<file path="src/hw/rtl/lsbc_pkg.sv">
// ----------------------------------------------------------------------------
// lsbc_pkg
// Shared constants for the line segment box clipper: default widths and the
// configuration register indexes.
// ----------------------------------------------------------------------------
package lsbc_pkg;

    localparam int DEF_COORD_WIDTH = 32;
    localparam int DEF_T_FRAC_BITS = 16;

    localparam int NUM_BOX_REGS = 6;
    localparam int REG_IDX_W    = 3;

    // Register indexes on the configuration port
    localparam logic [REG_IDX_W-1:0] REG_BOX_MIN_X = 3'd0;
    localparam logic [REG_IDX_W-1:0] REG_BOX_MAX_X = 3'd1;
    localparam logic [REG_IDX_W-1:0] REG_BOX_MIN_Y = 3'd2;
    localparam logic [REG_IDX_W-1:0] REG_BOX_MAX_Y = 3'd3;
    localparam logic [REG_IDX_W-1:0] REG_BOX_MIN_Z = 3'd4;
    localparam logic [REG_IDX_W-1:0] REG_BOX_MAX_Z = 3'd5;

endpackage

</file>
<file path="src/hw/rtl/lsbc_div.sv">
// ----------------------------------------------------------------------------
// lsbc_div
// Pipelined face quotient r = q / p in t format, one quotient bit per stage.
// Every stage advances only when en is high.
// ----------------------------------------------------------------------------
module lsbc_div #(
    parameter int COORD_WIDTH = 32,
    parameter int T_FRAC_BITS = 16
) (
    input  logic                           clk,
    input  logic                           en,
    input  logic signed [COORD_WIDTH:0]    q,
    input  logic signed [COORD_WIDTH:0]    p,
    output logic signed [T_FRAC_BITS+2:0]  r,
    output logic                           par,
    output logic                           par_rej,
    output logic                           enter
);
    import lsbc_pkg::*;

    localparam int CW = COORD_WIDTH;
    localparam int F  = T_FRAC_BITS;
    localparam logic [F:0] TSAT = {1'b1, {(F-1){1'b0}}, 1'b1};

    logic [CW:0] rem_reg [0:F];
    logic [CW:0] pm_reg  [0:F];
    logic [F:0]  quo_reg [0:F];
    logic        sat_reg [0:F];
    logic        neg_reg [0:F];
    logic        par_reg [0:F];
    logic        rej_reg [0:F];
    logic        ent_reg [0:F];

    logic [CW:0]   qm;
    logic [CW:0]   pm;
    logic          sat;
    logic          ip;
    logic [CW:0]   rem0;
    logic [F:0]    mag;

    // Magnitudes, saturation check and integer bit
    always_comb
    begin
        qm   = q[CW] ? (CW+1)'(-q) : q;
        pm   = p[CW] ? (CW+1)'(-p) : p;
        sat  = {1'b0, qm} >= {pm, 1'b0};
        ip   = qm >= pm;
        rem0 = ip ? (qm - pm) : qm;
    end

    always_ff @(posedge clk)
    begin
        if (en)
        begin
            rem_reg[0] <= rem0;
            pm_reg[0]  <= pm;
            quo_reg[0] <= {{F{1'b0}}, ip};
            sat_reg[0] <= sat;
            neg_reg[0] <= q[CW] != p[CW];
            par_reg[0] <= p == '0;
            rej_reg[0] <= q[CW];
            ent_reg[0] <= p[CW];
            // One restoring step per stage
            for (int k = 1; k <= F; k++)
            begin
                if ({rem_reg[k-1], 1'b0} >= {1'b0, pm_reg[k-1]})
                begin
                    rem_reg[k] <= (CW+1)'({rem_reg[k-1], 1'b0} - {1'b0, pm_reg[k-1]});
                    quo_reg[k] <= {quo_reg[k-1][F-1:0], 1'b1};
                end
                else
                begin
                    rem_reg[k] <= (CW+1)'({rem_reg[k-1], 1'b0});
                    quo_reg[k] <= {quo_reg[k-1][F-1:0], 1'b0};
                end
                pm_reg[k]  <= pm_reg[k-1];
                sat_reg[k] <= sat_reg[k-1];
                neg_reg[k] <= neg_reg[k-1];
                par_reg[k] <= par_reg[k-1];
                rej_reg[k] <= rej_reg[k-1];
                ent_reg[k] <= ent_reg[k-1];
            end
        end
    end

    // Saturate and apply sign; a zero magnitude stays positive
    always_comb
    begin
        mag = (sat_reg[F] || quo_reg[F] > TSAT) ? TSAT : quo_reg[F];
        r   = (neg_reg[F] && mag != '0) ? -$signed({2'b00, mag}) : $signed({2'b00, mag});
    end

    assign par     = par_reg[F];
    assign par_rej = rej_reg[F];
    assign enter   = ent_reg[F];

endmodule

</file>
<file path="config.mk">
export PLATFORM = sky130hd
export DESIGN_NAME = lsbc_div
export DESIGN_NICKNAME = d
export VERILOG_FILES = /design/src/hw/rtl/lsbc_pkg.sv /design/src/hw/rtl/lsbc_div.sv
export SDC_FILE = /design/constraint.sdc
export NUM_CORES = 2
export LEC_CHECK = 0
export ABC_AREA = 1
export BUFFER_PORTS_ARGS = -buffer_cell sky130_fd_sc_hd__buf_2
export CAP_MARGIN = 10
export CORE_MARGIN = 2
export CORE_UTILIZATION = 35
export DETAILED_ROUTE_END_ITERATION = 12
export SLEW_MARGIN = 20
export SYNTH_ARGS = -nofsm -noshare
export SYNTH_HDL_FRONTEND = slang
export SYNTH_SLANG_ARGS = --single-unit
</file>
<file path="constraint.sdc">
create_clock -name clk -period 3.9 [get_ports clk]
set_clock_uncertainty 0.05 [all_clocks]
set_input_delay 0.39 -clock clk [delete_from_list [all_inputs] [get_ports clk]]
set_output_delay 0.39 -clock clk [all_outputs]
set_load 0.01 [all_outputs]
</file>
* Word-level counts from Yosys, hierarchy flattened
Memory sizes are Yosys's and may differ from the RTL's.
Index checks and enable logic that the tools add are counted.
** Storage, ports and cells
- Bits in registers :: 0
- Latch bits :: 0
- RAM bits :: 1496
- Memory bits (read-only) :: 0
- Input port bits :: 68
- Logic and storage cells :: 219
- Memories kept :: 8
** Memory list
- pm_reg :: depth 17, bits a word 33, read ports 16, clocked after memory_dff 0, wr ports 17, line lsbc_div.sv:26 : logic [CW:0] pm_reg [0:F];
- rem_reg :: depth 17, bits a word 33, read ports 16, clocked after memory_dff 0, wr ports 17, line lsbc_div.sv:25 : logic [CW:0] rem_reg [0:F];
- quo_reg :: depth 17, bits a word 17, read ports 17, clocked after memory_dff 0, wr ports 17, line lsbc_div.sv:27 : logic [F:0] quo_reg [0:F];
- ent_reg :: depth 17, bits a word 1, read ports 17, clocked after memory_dff 0, wr ports 17, line lsbc_div.sv:32 : logic ent_reg [0:F];
- neg_reg :: depth 17, bits a word 1, read ports 17, clocked after memory_dff 0, wr ports 17, line lsbc_div.sv:29 : logic neg_reg [0:F];
- par_reg :: depth 17, bits a word 1, read ports 17, clocked after memory_dff 0, wr ports 17, line lsbc_div.sv:30 : logic par_reg [0:F];
- +2 memories
** Cells by class
- Add/subtract/negate cells :: 20
- Multiply operators :: 0
- Divide/modulo/power cells :: 0
- $lt $le $gt $ge :: 19
- Equal/unequal tests :: 1
- Shifts and indexed selects :: 0
- Multiplexer cells :: 135
- Bitwise logic cells :: 32
- Reduce and logical (&&, ||, !) cells :: 4
** Operators with widths (count)
- 33-bit 2-to-1 mux :: 19
- 33-bit subtractor :: 17
- 34-bit by 33-bit >= comparator with 1-bit output :: 16
- 17-bit 2-to-1 mux :: 17
- 1-bit 2-to-1 mux :: 98
- 33-bit negator :: 2
- 33-bit by 34-bit >= comparator with 1-bit output :: 1
- 33-bit >= comparator :: 1
- 33-bit zero test :: 1
- 1-bit bitwise OR :: 32
- 19-bit 2-to-1 mux :: 1
- 17-bit negator with 19-bit output :: 1
- 17-bit > comparator, second input constant :: 1
- 17-bit nonzero test :: 1
- 1-bit logical AND :: 1
- 1-bit logical OR :: 1
- 1-bit != test :: 1

* Longest topological paths before layout
- Depth in word-level cells :: 6
- Depth in mapped cells :: 28
- Mapped depth without buffers :: 28

* Least setup slack after synthesis
OpenSTA, ideal clock, no wires.
- Path type :: input port to flip-flop
- From :: in p[0]
- To :: mem rem_reg[0][1] in the netlist's numbering, data pin
- Arrival time :: 3.480 ns
- Slack :: 0.109 ns
- Stages on the path :: 26
- Path buffers :: 1
- Cells stage by stage :: inv_1 > ha_1 > inv_1 > nor3_1 > inv_1 > nor2_1 > nand3_1 > nor2_1 > nand2_1 > nor2_1 > nand3_1 > nand2_1 > o21ai_0 > a21oi_1 > xor2_1 > ha_1 > inv_1 > nor3_1 > nand2_1 > nor4_1 > nand3_2 > nand3_2 > inv_1 > nand2_4 > buf_6 > o21ai_0
** RTL lines
- start, declared :: line lsbc_div.sv:13 : input logic signed [COORD_WIDTH:0] p,
- end, declared :: line lsbc_div.sv:25

==> run_results.csv <==
group,metric,value,unit
worst_setup_path,cp_max_fo,4,
place,placed_area,86050,um2
status,run_status,"finished with violations",
synth,synthArstFlopShare,0,%
clock_tree,clk_pin_slew,0.06,ns
floorplanning,num_rows,174,
worst_setup_path,cp-end-kind,"output port",
global_routing,antenna_found_initial,3,
min_path,hp-start,"p[24]",
synth,ys_ff_latch,1294,
timing,setup_slack,-0.2582,ns
clock_tree,htreeDepth,4,
global_routing,grt_pass1_vias,61360,
floorplanning,boundaryPins,90,
synth,ys.flop_type,"edfxtp_1",
cells_and_area,utilization,40.77,%
synth,syn_area,79030,um2
global_routing,grt_pass1_wl,378200,um
power_and_ir_drop,p_leak,39.57,nW
floorplanning,initial_core_util,35.17,%
cells_and_area,post-route-cell-area,91600,um2
routing,wire_per_inst,20.44,um
timing,setup_violations,17,
routing,drt_iter0_markers,4249,
synth,yosysWarnings,0,
synth,synth_area_leaders,"edfxtp_1, ha_1, nand2_1",
global_routing,grt_max_degree,174,
floorplanning,die_h,479.2,um
global_routing,grtUsageTotal,21.58,%
timing,max-slew-margin-rel,33.10,%
worst_setup_path,crit_start,"quo_reg[16][2]",
clock_tree,clk_latency,0.82,ns
timing,tns,-2.986,ns
routing,final_antenna_net_count,0,
place,detailedPlacementHpwl,205000,um
routing,wirelength,251300,um
synth,ys_seq_area_share,49.16,%
worst_setup_path,r2r_start,"rem_reg[12][2]",
worst_setup_path,worstSetupPathType,"flip-flop to output port",
cells_and_area,area_delta_synth_final,15.91,%
timing,finalCritPeriodShare,106.6,%
routing,vias,61400,
timing,worst_pin_slew,1.004,ns
timing,fmax,240.5,MHz
synth,synth_top_area_share,49.13,%
floorplanning,core,224700,um2
clock_tree,clockRootBuffer,"clkbuf_16",
routing,vias_per_cell,4.994,
synth,synth_edf_count,1293,
routing,firstDrtPassIters,6,
flow_run,drv_cap,0,
min_path,hold_path_class,"input port to flip-flop",
cells_and_area,drive_gt1_share,10.08,%
global_routing,overflow,0,
power_and_ir_drop,vdd.ir_drop.worst,0.3688,mV
timing,grt_setup_unrepaired,"yes",
clock_tree,cts_num_sinks,1294,
floorplanning,die-width,479.2,um
place,gp_congestion,0.9573,
clock_tree,clockBufferDepth,3,
synth,synthDistinctLibCells,59,
power_and_ir_drop,power.density,788.1,nW/um2
worst_setup_path,critPathArrivalTime,3.72,ns
synth,synth_cells,8607,
floorplanning,die-area,229600,um2
synth,synth_top_area_cell,"edfxtp_1",
synth,synthesis.nets,9285,
synth,synth.avg_cell_area,9.182,um2
cells_and_area,fin_nets,9856,
status,failed_checks,"setup timing",
worst_setup_path,critical_path_required,3.46,ns
place,port_buffers,89,
worst_setup_path,start_kind,"flip-flop",
timing,min_period,4.158,ns
clock_tree,cts_tree,"yes",
routing,drc,0,
clock_tree,cts_buffers,153,
timing,drv_slew,0,
timing,finalHoldViolCount,0,
==> critical path, stage by stage (launching register included) <==
cell,delay (ns)
edfxtp_1,0.38
or2_4,0.28
nor3_2,0.11
nand4_1,0.15
nand2_2,0.11
nand2_4,0.08
nor2_4,0.12
ha_2,0.19
nand2_2,0.07
nor2_4,0.12
nand4_1,0.18
nor3_2,0.17
ha_2,0.21
nor2_4,0.06
inv_2,0.08
a21oi_4,0.04
a21oi_4,0.16
xor2_1,0.19
inv_1,0.05
buf_2,0.13
==> cell usage after synthesis (79+ instances only) <==
cell	instances
nand3_1	168
edfxtp_1	1293
nand2_1	1975
o21bai_1	79
nor3_1	117
nor2_1	633
xor2_1	293
o21ai_0	610
ha_1	594
inv_1	1232
xnor2_1	247
a21oi_1	619
==> cell type report <==
cell class / instances / area [um2]
inverters: 1246 / 4681
diodes: 2 / 5.005
clock inverters: 92 / 1067
multi-input cells: 5942 / 35090
flip-flops and latches: 1294 / 38850
clock buffers: 185 / 3989
fillers: 22260 / 133100
well taps: 2992 / 3744
repair buffers: 541 / 4179
==> through the flow <==
| stage | std cells | worst slack [ns] | hold WS, ns | power, mW |
|---|---|---|---|---|
| CTS | 12280 | -0.4582 | 0.005169 | 72.61 |
| floorplan | 8607 | 0.1091 | 0.3503 | 45.40 |
| finish | 12290 | -0.2582 | 0.08008 | 72.19 |
| detailed placement | 11990 | -1.102 | 0.3545 | 57.77 |
| global placement | 11990 | -0.9793 | 0.3517 | 57.67 |
| global route | 12290 | -0.5167 | 0.06643 | 77.46 |
==> routing by layer <==
| layer | up-vias | GRT usage (%) | part of all wire (%) |
|---|---|---|---|
| li1 | 30390 | - | - |
| met1 | 29250 | 26.86 | 43 |
| met2 | 1369 | 38.68 | 50 |
| met5 | - | 0 | 0 |
| met4 | 0 | 7.140 | 3.4 |
| met3 | 386 | 2.432 | 3.5 |
==> cell families after synthesis <==
family	synth area share (%)
XOR/XNOR	5.985
AO/OA/AOI/OAI	12.24
AND/OR/NAND/NOR	16.05
buffers and inverters	6.762
adder cells (fa/ha/maj)	9.810
flip-flops	49.16
==> worst paths after layout <==
path / depth (start not counted) / endpoint / slack (ns)
setup reg to reg: 15 / rem_reg[13][13] / 0.29
hold / removal: 4 / pm_reg[0][24] / 0.08
hold reg to reg: 0 / quo_reg[8][6] / 0.36
setup / recovery: 19 / r[7] / -0.26
==> cell usage in the layout, fill, tap and decap left out, types with 26 or more instances in the layout <==
cell	n
nor3_1	112
clkbuf_16	153
o21ai_2	30
xor2_1	293
inv_1	1228
ha_1	592
o21bai_1	79
a21oi_1	616
o21ai_1	32
a31oi_1	28
nand2_2	43
edfxtp_1	1293
nor2_1	625
nand3_1	168
buf_2	86
nand4_1	75
nand2_1	1961
nor4_1	32
o21a_1	60
a221oi_1	45
xnor2_1	245
o21ai_0	604
a21o_1	73
clkbuf_1	28
a21boi_0	26
buf_4	418
==> power breakdown <==
group	leakage (nW)	internal, mW	switching (mW)
Combinational	24.5	12.5	22.0
Clock	2.45	8.33	6.11
Sequential	12.7	20.6	2.61
==> repair_timing <==
action	4_1_cts	5_1_grt
gates cloned	1	1
pin swaps	20	17
setup buffers	6	11
endpoints found under the hold margin	6	0
hold buffers	6	0
endpoints found under the setup margin	44	67
gates resized for setup	44	31
Note: power is estimated with default switching activity, not from simulation.
